$ cat src/rtl/core/sdsh_pkg.sv
// Shared types and constants for the SD SPI block host sequencer.
`default_nettype none
package sdsh_pkg;

  typedef enum logic [4:0] {
    PH_IDLE, PH_FILL, PH_CMD_BUSY, PH_CMD_FRAME, PH_CMD_R1, PH_CMD_TAIL_OK,
    PH_CMD_TAIL_FAIL, PH_RD_TOKEN, PH_RD_DATA, PH_RD_CRC, PH_WR_DUMMY,
    PH_WR_TOKEN, PH_WR_DATA, PH_WR_CRC, PH_WR_RESP, PH_WR_TAIL_OK, PH_WR_TAIL_BAD
  } phase_t;

  typedef enum logic [1:0] {
    OP_INIT = 2'd0, OP_READ = 2'd1, OP_WRITE = 2'd2, OP_XCHG = 2'd3
  } opcode_t;

  localparam logic [1:0] CFG_BUSY_TIMEOUT = 2'd0;
  localparam logic [1:0] CFG_RETRY_LIMIT  = 2'd1;
  localparam logic [1:0] CFG_FILL_BYTES   = 2'd2;

  localparam logic [3:0] ST_OK          = 4'd0;
  localparam logic [3:0] ST_BUSY_TMO    = 4'd1;
  localparam logic [3:0] ST_NO_R1       = 4'd2;
  localparam logic [3:0] ST_CMD0_BAD    = 4'd3;
  localparam logic [3:0] ST_CMD1_BAD    = 4'd4;
  localparam logic [3:0] ST_CMD1_TMO    = 4'd5;
  localparam logic [3:0] ST_REJECTED    = 4'd6;
  localparam logic [3:0] ST_TOKEN_TMO   = 4'd7;
  localparam logic [3:0] ST_WR_REFUSED  = 4'd8;

  localparam logic [7:0] BYTE_IDLE   = 8'hFF;
  localparam logic [7:0] BYTE_TOKEN  = 8'hFE;
  localparam logic [7:0] BYTE_CMD    = 8'h40;
  localparam logic [7:0] BYTE_CRC    = 8'h95;
  localparam logic [7:0] R1_IDLE     = 8'h01;
  localparam logic [5:0] CMD_GO_IDLE = 6'd0;
  localparam logic [5:0] CMD_INIT    = 6'd1;
  localparam logic [5:0] CMD_READ    = 6'd17;
  localparam logic [5:0] CMD_WRITE   = 6'd24;
  localparam logic [3:0] DRESP_OK    = 4'd5;
  localparam logic [9:0] BLOCK_BYTES = 10'd512;

  typedef struct packed {
    logic [1:0]  opcode;
    logic [22:0] block_address;
    logic [7:0]  rx_byte;
    logic [7:0]  write_byte;
  } item_t;

  typedef struct packed {
    logic       tx_valid;
    logic [7:0] tx_byte;
    logic       cs_low;
    logic       data_request;
    logic       read_valid;
    logic [7:0] read_byte;
    logic       done_res;
    logic [3:0] status;
    logic [7:0] card_response;
    logic       high_speed;
  } result_t;

endpackage
`default_nettype wire

$ cat src/rtl/core/sdsh_front.sv
// Front end: accept words and queue them for the sequencer.
`default_nettype none
module sdsh_front (
  input  wire logic           clk,
  input  wire logic           rst_n,
  input  wire logic           in_valid,
  output logic                in_ready,
  input  wire sdsh_pkg::item_t in_item,
  output logic                q_valid,
  input  wire logic           q_ready,
  output sdsh_pkg::item_t     q_item
);
  import sdsh_pkg::*;

  item_t      mem_r [2];
  logic [1:0] cnt_r, cnt_nxt;
  logic       wp_r, rp_r;
  logic       push, pop;

  assign in_ready = (cnt_r != 2'd2);
  assign q_valid  = (cnt_r != 2'd0);
  assign q_item   = mem_r[rp_r];
  assign push     = in_valid && in_ready;
  assign pop      = q_valid && q_ready;

  always_comb begin
    cnt_nxt = cnt_r + {1'b0, push} - {1'b0, pop};
  end

  always_ff @(posedge clk) begin
    if (!rst_n) begin
      cnt_r <= 2'd0;
      wp_r  <= 1'b0;
      rp_r  <= 1'b0;
    end else begin
      cnt_r <= cnt_nxt;
      if (push) wp_r <= ~wp_r;
      if (pop) rp_r <= ~rp_r;
    end
  end

  always_ff @(posedge clk) begin
    if (push) mem_r[wp_r] <= in_item;
  end
endmodule
`default_nettype wire

$ cat src/rtl/core/sdsh_back.sv
// Back end: card sequencer and result register.
`default_nettype none
module sdsh_back (
  input  wire logic            clk,
  input  wire logic            rst_n,
  input  wire logic            q_valid,
  output logic                 q_ready,
  input  wire sdsh_pkg::item_t q_item,
  input  wire logic [15:0]     busy_timeout,
  input  wire logic [15:0]     retry_limit,
  input  wire logic [7:0]      fill_bytes,
  output logic                 out_valid,
  input  wire logic            out_ready,
  output sdsh_pkg::result_t    out_res
);
  import sdsh_pkg::*;

  phase_t      phase_r, phase_nxt;
  logic [1:0]  oper_r, oper_nxt;
  logic [15:0] wait_r, wait_nxt, retry_r, retry_nxt;
  logic [9:0]  bcnt_r, bcnt_nxt;
  logic [5:0]  cidx_r, cidx_nxt;
  logic [31:0] carg_r, carg_nxt;
  logic [2:0]  fpos_r, fpos_nxt;
  logic [7:0]  resp_r, resp_nxt;
  result_t     res, res_r;
  logic        vld_r, step;
  logic [15:0] tmo, rlim;
  logic [7:0]  fill;
  logic [7:0]  rx, wb;
  logic [2:0]  fp1;

  assign tmo  = (busy_timeout == 16'd0) ? 16'd1 : busy_timeout;
  assign rlim = (retry_limit == 16'd0) ? 16'd1 : retry_limit;
  assign fill = (fill_bytes == 8'd0) ? 8'd1 : fill_bytes;
  assign rx   = q_item.rx_byte;
  assign wb   = q_item.write_byte;
  assign fp1  = fpos_r + 3'd1;

  assign q_ready   = !vld_r || out_ready;
  assign step      = q_valid && q_ready;
  assign out_valid = vld_r;
  assign out_res   = res_r;

  function automatic logic [7:0] frame_byte(input logic [2:0] pos, input logic [5:0] idx,
                                            input logic [31:0] arg);
    logic [7:0] b;
    unique case (pos)
      3'd0:    b = BYTE_CMD | {2'b00, idx};
      3'd1:    b = arg[31:24];
      3'd2:    b = arg[23:16];
      3'd3:    b = arg[15:8];
      3'd4:    b = arg[7:0];
      default: b = BYTE_CRC;
    endcase
    return b;
  endfunction

  always_comb begin
    phase_nxt = phase_r;
    oper_nxt  = oper_r;
    wait_nxt  = wait_r;
    retry_nxt = retry_r;
    bcnt_nxt  = bcnt_r;
    cidx_nxt  = cidx_r;
    carg_nxt  = carg_r;
    fpos_nxt  = fpos_r;
    resp_nxt  = resp_r;
    res       = '0;
    if (q_item.opcode != OP_XCHG) begin
      oper_nxt  = q_item.opcode;
      resp_nxt  = 8'd0;
      wait_nxt  = 16'd0;
      retry_nxt = 16'd0;
      fpos_nxt  = 3'd0;
      res.tx_valid = 1'b1;
      res.tx_byte  = BYTE_IDLE;
      if (q_item.opcode == OP_INIT) begin
        bcnt_nxt  = 10'd1;
        phase_nxt = PH_FILL;
      end else begin
        bcnt_nxt  = 10'd0;
        cidx_nxt  = (q_item.opcode == OP_READ) ? CMD_READ : CMD_WRITE;
        carg_nxt  = {q_item.block_address, 9'd0};
        wait_nxt  = 16'd1;
        phase_nxt = PH_CMD_BUSY;
        res.cs_low = 1'b1;
      end
    end else begin
      res.cs_low = 1'b1;
      unique case (phase_r)
        PH_IDLE: begin
          res.cs_low = 1'b0;
        end
        PH_FILL: begin
          res.tx_valid = 1'b1;
          res.tx_byte  = BYTE_IDLE;
          if (bcnt_r < {2'b00, fill}) begin
            bcnt_nxt   = bcnt_r + 10'd1;
            res.cs_low = 1'b0;
          end else begin
            cidx_nxt  = CMD_GO_IDLE;
            carg_nxt  = 32'd0;
            wait_nxt  = 16'd1;
            phase_nxt = PH_CMD_BUSY;
          end
        end
        PH_CMD_BUSY: begin
          if (rx == BYTE_IDLE) begin
            fpos_nxt     = 3'd0;
            phase_nxt    = PH_CMD_FRAME;
            res.tx_valid = 1'b1;
            res.tx_byte  = frame_byte(3'd0, cidx_r, carg_r);
          end else if (wait_r >= tmo) begin
            phase_nxt = PH_IDLE;
            res.done_res = 1'b1;
            res.status   = ST_BUSY_TMO;
            res.card_response = resp_r;
          end else begin
            wait_nxt     = wait_r + 16'd1;
            res.tx_valid = 1'b1;
            res.tx_byte  = BYTE_IDLE;
          end
        end
        PH_CMD_FRAME: begin
          res.tx_valid = 1'b1;
          if (fpos_r < 3'd5) begin
            fpos_nxt    = fp1;
            res.tx_byte = frame_byte(fp1, cidx_r, carg_r);
          end else begin
            wait_nxt    = 16'd1;
            phase_nxt   = PH_CMD_R1;
            res.tx_byte = BYTE_IDLE;
          end
        end
        PH_CMD_R1: begin
          res.tx_valid = 1'b1;
          res.tx_byte  = BYTE_IDLE;
          if (rx != BYTE_IDLE) begin
            resp_nxt  = rx;
            phase_nxt = PH_CMD_TAIL_OK;
          end else if (wait_r >= tmo) begin
            resp_nxt  = 8'd0;
            phase_nxt = PH_CMD_TAIL_FAIL;
          end else begin
            wait_nxt = wait_r + 16'd1;
          end
        end
        PH_CMD_TAIL_OK: begin
          res.card_response = resp_r;
          if (oper_r == OP_INIT) begin
            if (cidx_r == CMD_GO_IDLE) begin
              if (resp_r != R1_IDLE) begin
                phase_nxt = PH_IDLE;
                res.done_res = 1'b1;
                res.status   = ST_CMD0_BAD;
              end else begin
                retry_nxt = 16'd1;
                cidx_nxt  = CMD_INIT;
                carg_nxt  = 32'd0;
                wait_nxt  = 16'd1;
                phase_nxt = PH_CMD_BUSY;
                res.tx_valid = 1'b1;
                res.tx_byte  = BYTE_IDLE;
              end
            end else if (resp_r == 8'd0) begin
              phase_nxt = PH_IDLE;
              res.done_res   = 1'b1;
              res.status     = ST_OK;
              res.high_speed = 1'b1;
            end else if (resp_r == R1_IDLE) begin
              if (retry_r >= rlim) begin
                phase_nxt = PH_IDLE;
                res.done_res = 1'b1;
                res.status   = ST_CMD1_TMO;
              end else begin
                retry_nxt = retry_r + 16'd1;
                cidx_nxt  = CMD_INIT;
                carg_nxt  = 32'd0;
                wait_nxt  = 16'd1;
                phase_nxt = PH_CMD_BUSY;
                res.tx_valid = 1'b1;
                res.tx_byte  = BYTE_IDLE;
              end
            end else begin
              phase_nxt = PH_IDLE;
              res.done_res = 1'b1;
              res.status   = ST_CMD1_BAD;
            end
          end else if (resp_r != 8'd0) begin
            phase_nxt = PH_IDLE;
            res.done_res = 1'b1;
            res.status   = ST_REJECTED;
          end else begin
            res.tx_valid = 1'b1;
            res.tx_byte  = BYTE_IDLE;
            if (oper_r == OP_READ) begin
              wait_nxt  = 16'd1;
              phase_nxt = PH_RD_TOKEN;
            end else begin
              phase_nxt = PH_WR_DUMMY;
            end
          end
          if (!res.done_res) res.card_response = 8'd0;
        end
        PH_CMD_TAIL_FAIL: begin
          phase_nxt = PH_IDLE;
          res.done_res = 1'b1;
          res.status   = ST_NO_R1;
          res.card_response = resp_r;
        end
        PH_RD_TOKEN: begin
          if (rx == BYTE_TOKEN) begin
            bcnt_nxt  = 10'd1;
            phase_nxt = PH_RD_DATA;
            res.tx_valid = 1'b1;
            res.tx_byte  = BYTE_IDLE;
          end else if (wait_r >= tmo) begin
            phase_nxt = PH_IDLE;
            res.done_res = 1'b1;
            res.status   = ST_TOKEN_TMO;
            res.card_response = resp_r;
          end else begin
            wait_nxt = wait_r + 16'd1;
            res.tx_valid = 1'b1;
            res.tx_byte  = BYTE_IDLE;
          end
        end
        PH_RD_DATA: begin
          res.read_valid = 1'b1;
          res.read_byte  = rx;
          res.tx_valid   = 1'b1;
          res.tx_byte    = BYTE_IDLE;
          if (bcnt_r < BLOCK_BYTES) begin
            bcnt_nxt = bcnt_r + 10'd1;
          end else begin
            bcnt_nxt  = 10'd1;
            phase_nxt = PH_RD_CRC;
          end
        end
        PH_RD_CRC: begin
          if (bcnt_r < 10'd3) begin
            bcnt_nxt = bcnt_r + 10'd1;
            res.tx_valid = 1'b1;
            res.tx_byte  = BYTE_IDLE;
          end else begin
            phase_nxt = PH_IDLE;
            res.done_res = 1'b1;
            res.status   = ST_OK;
            res.card_response = resp_r;
          end
        end
        PH_WR_DUMMY: begin
          phase_nxt = PH_WR_TOKEN;
          res.tx_valid     = 1'b1;
          res.tx_byte      = BYTE_TOKEN;
          res.data_request = 1'b1;
        end
        PH_WR_TOKEN: begin
          bcnt_nxt  = 10'd1;
          phase_nxt = PH_WR_DATA;
          res.tx_valid     = 1'b1;
          res.tx_byte      = wb;
          res.data_request = 1'b1;
        end
        PH_WR_DATA: begin
          res.tx_valid = 1'b1;
          if (bcnt_r < BLOCK_BYTES) begin
            bcnt_nxt = bcnt_r + 10'd1;
            res.tx_byte      = wb;
            res.data_request = (bcnt_r + 10'd1) < BLOCK_BYTES;
          end else begin
            bcnt_nxt  = 10'd1;
            phase_nxt = PH_WR_CRC;
            res.tx_byte = BYTE_IDLE;
          end
        end
        PH_WR_CRC: begin
          res.tx_valid = 1'b1;
          res.tx_byte  = BYTE_IDLE;
          if (bcnt_r < 10'd2) bcnt_nxt = bcnt_r + 10'd1;
          else phase_nxt = PH_WR_RESP;
        end
        PH_WR_RESP: begin
          res.tx_valid = 1'b1;
          res.tx_byte  = BYTE_IDLE;
          phase_nxt = (rx[3:0] == DRESP_OK) ? PH_WR_TAIL_OK : PH_WR_TAIL_BAD;
        end
        PH_WR_TAIL_OK: begin
          phase_nxt = PH_IDLE;
          res.done_res = 1'b1;
          res.status   = ST_OK;
          res.card_response = resp_r;
        end
        PH_WR_TAIL_BAD: begin
          phase_nxt = PH_IDLE;
          res.done_res = 1'b1;
          res.status   = ST_WR_REFUSED;
          res.card_response = resp_r;
        end
        default: begin
          phase_nxt = PH_IDLE;
        end
      endcase
      if (!res.tx_valid) res.cs_low = 1'b0;
    end
  end

  always_ff @(posedge clk) begin
    if (!rst_n) begin
      phase_r <= PH_IDLE;
      oper_r  <= 2'd0;
      wait_r  <= 16'd0;
      retry_r <= 16'd0;
      bcnt_r  <= 10'd0;
      cidx_r  <= 6'd0;
      carg_r  <= 32'd0;
      fpos_r  <= 3'd0;
      resp_r  <= 8'd0;
      vld_r   <= 1'b0;
    end else begin
      if (step) begin
        phase_r <= phase_nxt;
        oper_r  <= oper_nxt;
        wait_r  <= wait_nxt;
        retry_r <= retry_nxt;
        bcnt_r  <= bcnt_nxt;
        cidx_r  <= cidx_nxt;
        carg_r  <= carg_nxt;
        fpos_r  <= fpos_nxt;
        resp_r  <= resp_nxt;
      end
      if (q_ready) vld_r <= q_valid;
    end
  end

  always_ff @(posedge clk) begin
    if (step) res_r <= res;
  end
endmodule
`default_nettype wire

$ cat src/rtl/core/sd_spi_block_host_sequencer.sv
// Top level of the SD SPI-mode single-block host sequencer.
// Each input word is one SPI byte exchange (or a start) and yields one result word.
// A two-entry queue feeds a one-step sequencer with a registered result, so one
// word per clock is sustained while out_ready is high.
`default_nettype none
module sd_spi_block_host_sequencer (
  input  wire logic        clk,
  input  wire logic        rst_n,
  input  wire logic        cfg_valid,
  output logic             cfg_ready,
  input  wire logic [1:0]  cfg_index,
  input  wire logic [15:0] cfg_data,
  input  wire logic        in_valid,
  output logic             in_ready,
  input  wire logic [1:0]  in_opcode,
  input  wire logic [22:0] in_block_address,
  input  wire logic [7:0]  in_rx_byte,
  input  wire logic [7:0]  in_write_byte,
  output logic             out_valid,
  input  wire logic        out_ready,
  output logic             out_tx_valid,
  output logic [7:0]       out_tx_byte,
  output logic             out_cs_low,
  output logic             out_data_request,
  output logic             out_read_valid,
  output logic [7:0]       out_read_byte,
  output logic             out_done_res,
  output logic [3:0]       out_status,
  output logic [7:0]       out_card_response,
  output logic             out_high_speed
);
  import sdsh_pkg::*;

  logic [15:0] busy_tmo_r, retry_lim_r;
  logic [7:0]  fill_r;
  item_t       in_item, q_item;
  result_t     res;
  logic        q_valid, q_ready;

  assign cfg_ready = 1'b1;

  always_ff @(posedge clk) begin
    if (!rst_n) begin
      busy_tmo_r  <= 16'd16384;
      retry_lim_r <= 16'd16384;
      fill_r      <= 8'd80;
    end else if (cfg_valid) begin
      if (cfg_index == CFG_BUSY_TIMEOUT) busy_tmo_r <= cfg_data;
      if (cfg_index == CFG_RETRY_LIMIT) retry_lim_r <= cfg_data;
      if (cfg_index == CFG_FILL_BYTES) fill_r <= cfg_data[7:0];
    end
  end

  assign in_item = '{opcode: in_opcode, block_address: in_block_address,
                     rx_byte: in_rx_byte, write_byte: in_write_byte};

  sdsh_front u_front (
    .clk(clk), .rst_n(rst_n), .in_valid(in_valid), .in_ready(in_ready),
    .in_item(in_item), .q_valid(q_valid), .q_ready(q_ready), .q_item(q_item)
  );

  sdsh_back u_back (
    .clk(clk), .rst_n(rst_n), .q_valid(q_valid), .q_ready(q_ready), .q_item(q_item),
    .busy_timeout(busy_tmo_r), .retry_limit(retry_lim_r), .fill_bytes(fill_r),
    .out_valid(out_valid), .out_ready(out_ready), .out_res(res)
  );

  assign out_tx_valid      = res.tx_valid;
  assign out_tx_byte       = res.tx_byte;
  assign out_cs_low        = res.cs_low;
  assign out_data_request  = res.data_request;
  assign out_read_valid    = res.read_valid;
  assign out_read_byte     = res.read_byte;
  assign out_done_res      = res.done_res;
  assign out_status        = res.status;
  assign out_card_response = res.card_response;
  assign out_high_speed    = res.high_speed;
endmodule
`default_nettype wire

$ cat config.mk
export PLATFORM = sky130hd
export DESIGN_NAME = sd_spi_block_host_sequencer
export DESIGN_NICKNAME = d
export VERILOG_FILES = /design/src/rtl/core/sdsh_pkg.sv /design/src/rtl/core/sdsh_front.sv /design/src/rtl/core/sdsh_back.sv /design/src/rtl/core/sd_spi_block_host_sequencer.sv
export SDC_FILE = /design/constraint.sdc
export NUM_CORES = 1
export LEC_CHECK = 0
export BUFFER_PORTS_ARGS = -buffer_cell sky130_fd_sc_hd__clkbuf_2
export CAP_MARGIN = 20
export CORE_AREA = 2 2 155 157
export CTS_BUF_LIST = sky130_fd_sc_hd__clkbuf_16
export DETAILED_ROUTE_END_ITERATION = 10
export DIE_AREA = 0 0 157 159
export GPL_TIMING_DRIVEN = 0
export PLACE_DENSITY = 0.75
export SYNTH_ARGS = -nofsm -noshare
export SYNTH_HDL_FRONTEND = slang
export SYNTH_SLANG_ARGS = --single-unit
$ cat constraint.sdc
create_clock -name clk -period 3.7 [get_ports clk]
set_input_delay 0.925 -clock clk [delete_from_list [all_inputs] [get_ports clk]]
set_output_delay 0.925 -clock clk [all_outputs]
set_load 0.02 [all_outputs]
==> flow_summary_export.csv <==
group,metric,value,unit
die,fp.dieH,159,um
cts,cts.sinks,248,
route,vias,10251,
status,status,"finished clean",
die,start_util,53.5,%
timing,tightest_slew,1010,ps
setup_path,r2r_slack,290,ps
yosys,synth_cell_types,89,
setup_path,cp-end-kind,"register",
yosys,netlist_area,0.0124,mm2
yosys,yosysMostFrequentCell,"nand2_1",
die,core,0.0232,mm2
global_route,overflow,0,
cts,cts_setup_buffers,0,
yosys,synth_top_flop_cell,"dfxtp_1",
timing,setup_viol,0,
cts,cts_tree,"done",
timing,report.final.slew_viol_count,0,
global_route,grt_pass1_wl,52400,um
hold_path,hold_class,"register to register",
yosys,synth_edf_count,116,
route,via_per_inst,5.90,
cts,cts_buffers,28,
job,drv_cap,0,
layout,drive_gt1_share,14.0,%
placed_design,io_buffers,99,
layout,diodes,0,
route,final_antenna_net_count,0,
yosys,synth_cells,1265,
yosys,syn_nets,1380,
global_route,grt_pass1_vias,9891,
setup_path,cp.arrival,3790,ps
pwr,leakagePower,5.27,nW
yosys,syn_avg_cell_area,9.80,um2
timing,final.min_clock_period,3410,ps
setup_path,crit_type,"register to register",
placed_design,gp_congestion,0.983,
placed_design,hpwl,24300,um
die,dieArea,0.0250,mm2
timing,fin_skew,18.5,ps
cts,clk_latency,560,ps
pwr,p_per_area,622,mW/mm2
route,drtPass1Iterations,6,
yosys,synth_top_area_share,28.1,%
pwr,peakVddDrop,0.000587,V
die,fp-row-count,56,
layout,final_net_count,1512,
yosys,synth_area_leader_cell,"edfxtp_1",
timing,rsz0062_at_grt,"false",
route,route.detailed.drc,0,
timing,relSlewSlack,32.4,%
setup_path,worstPathRequired,4080,ps
cts,cts_hold_buf,0,
timing,fmax,294,MHz
die,die_w,157,um
yosys,ys_ff_latch,248,
cts,path_clk_slew,60,ps
route,drt_iter0_drc,1131,
yosys,synth_warnings,0,
layout,syn2layout_area_growth,15.3,%
timing,post-route-period-util,92.0,%
global_route,grt_use_total,26.5,%
timing,tns,0,ps
cts,h-tree-depth,1,
yosys,synth_seq_area_share,49.4,%
route,wirelength,33000,um
cts,clock_path_buffers,3,
cts,cts_root_buf,"clkbuf_16",
placed_design,placedCellCount,1685,
route,post_drt_wl_per_cell,19.0,um
yosys,synthTopCellsByArea,"edfxtp_1 28%, dfxtp_1 21%, ha_1 5.1%",
setup_path,worst-path-max-fanout,8,
yosys,netlist_top_cells_count,"160 x nand2_1, 132 x dfxtp_1, 116 x edfxtp_1",
global_route,antenna_found_initial,0,
setup_path,cp-start-kind,"register",
layout,final_cells,1738,
yosys,async_reset_ff_share,0,%
die,io_pins,101,
timing,finalHoldViolations,0,
global_route,grt_max_degree,45,
logic make-up (layout without fill, tap and decap cells):
| logic type | count (synthesis) | in the layout | synth area share [%] |
|---|---|---|---|
| fa+ha+maj | 51 | 51 | 5.15 |
| compound gates | 308 | 308 | 17.8 |
| mux | 48 | 48 | 3.88 |
| other cells | 1 | 1 | 0.0302 |
| buf+inv | 128 | 282 | 4.16 |
| xor+xnor | 17 | 17 | 1.20 |
| flops | 248 | 248 | 49.4 |
| simple gates | 464 | 464 | 18.4 |
sequential cells by signal (all words and copies together) (netlist names), named ones only:
register,cells
u_front.wp_r,1
u_back.carg_r,23
u_back.resp_r,8
u_front.cnt_r,2
u_front.rp_r,1
busy_tmo_r,16
u_back.out_valid,1
u_back.wait_r,16
u_front.mem_r,82
retry_lim_r,16
u_back.phase_r,5
fill_r,8
u_back.fpos_r,3
u_back.out_res,34
u_back.bcnt_r,10
u_back.retry_r,16
u_back.oper_r,2
u_back.cidx_r,3
path summary, 6_finish.rpt:
| check | depth (start not counted) | from | to |
|---|---|---|---|
| setup / recovery | 10 | retry_lim_r[15] | u_back.out_res[27] |
| hold / removal | 1 | u_back.carg_r[15] | u_back.carg_r[15] |
| setup reg to reg | 10 | retry_lim_r[15] | u_back.out_res[27] |
| hold reg to reg | 1 | u_back.carg_r[15] | u_back.carg_r[15] |
where the power goes:
| group | internal [mW] | switching [mW] |
|---|---|---|
| Clock | 1.60 | 1.15 |
| Sequential | 3.38 | 0.232 |
| Combinational | 0.816 | 1.72 |
routing by layer:
layer / share of wire [%] / global-route usage, %
met1: 43 / 35.2
met2: 48 / 44.3
met3: 6.3 / 4.41
met4: 3.1 / 8.47
met5: 0 / 0
cells in the final DEF, fill, tap and decap left out, drive strengths merged, types with 6 or more instances in the layout:
cell     instances
clkbuf         167
nand2          161
dfxtp          132
edfxtp         116
nor2           104
a21oi           85
inv             73
ha              51
mux2i           47
o21ai           38
nand3           37
o211ai          34
o2bb2ai         30
nor3            28
nand4           25
buf             25
and3            21
nand2b          15
nor4            15
a211oi          13
xnor2           12
nor2b           11
o21a            11
clkinv          11
o31ai            9
nand3b           9
a31oi            9
a222oi           7
or4              7
or2              6
or3              6
a311oi           6
nor3b            6
critical path, cell delays in order (launching register included):
cell	delay (ps)
dfxtp_1	340
nor4_1	290
a41o_1	200
ha_1	220
nand2b_1	150
a211o_1	300
a21oi_1	310
o211ai_1	380
o211ai_1	600
and4bb_2	330
o211ai_1	110
timing repair:
item,4_1_cts,5_1_grt
gates cloned,0,0
gates resized for setup,2,1
pin swaps,0,0
setup endpoints to repair,2,9
metrics by stage:
| stage | utilization [%] | hold WS (ps) | instance area (um2) | setup slack [ps] | total power [mW] |
|---|---|---|---|---|---|
| after floorplan | - | 431 | 12400 | 325 | 5.28 |
| after global routing | 61.7 | 483 | 14300 | 53.5 | 9.30 |
| final | 61.7 | 463 | 14300 | 295 | 8.90 |
| after detailed placement | 57.6 | 450 | 13400 | -771 | 6.14 |
| after global placement | 57.4 | 444 | 13300 | -701 | 6.12 |
| after CTS | 61.5 | 467 | 14300 | 202 | 8.89 |
cell type report:
cell class,count,area [um2]
buffer,62,269
fill,1949,8890
inverter,66,248
sequential,248,6130
tap,319,399
clock inverter,24,226
multi-input combinational,889,5780
clock buffer,28,701
timing repair buffer,102,556
Note: power is estimated with default switching activity, not from simulation.
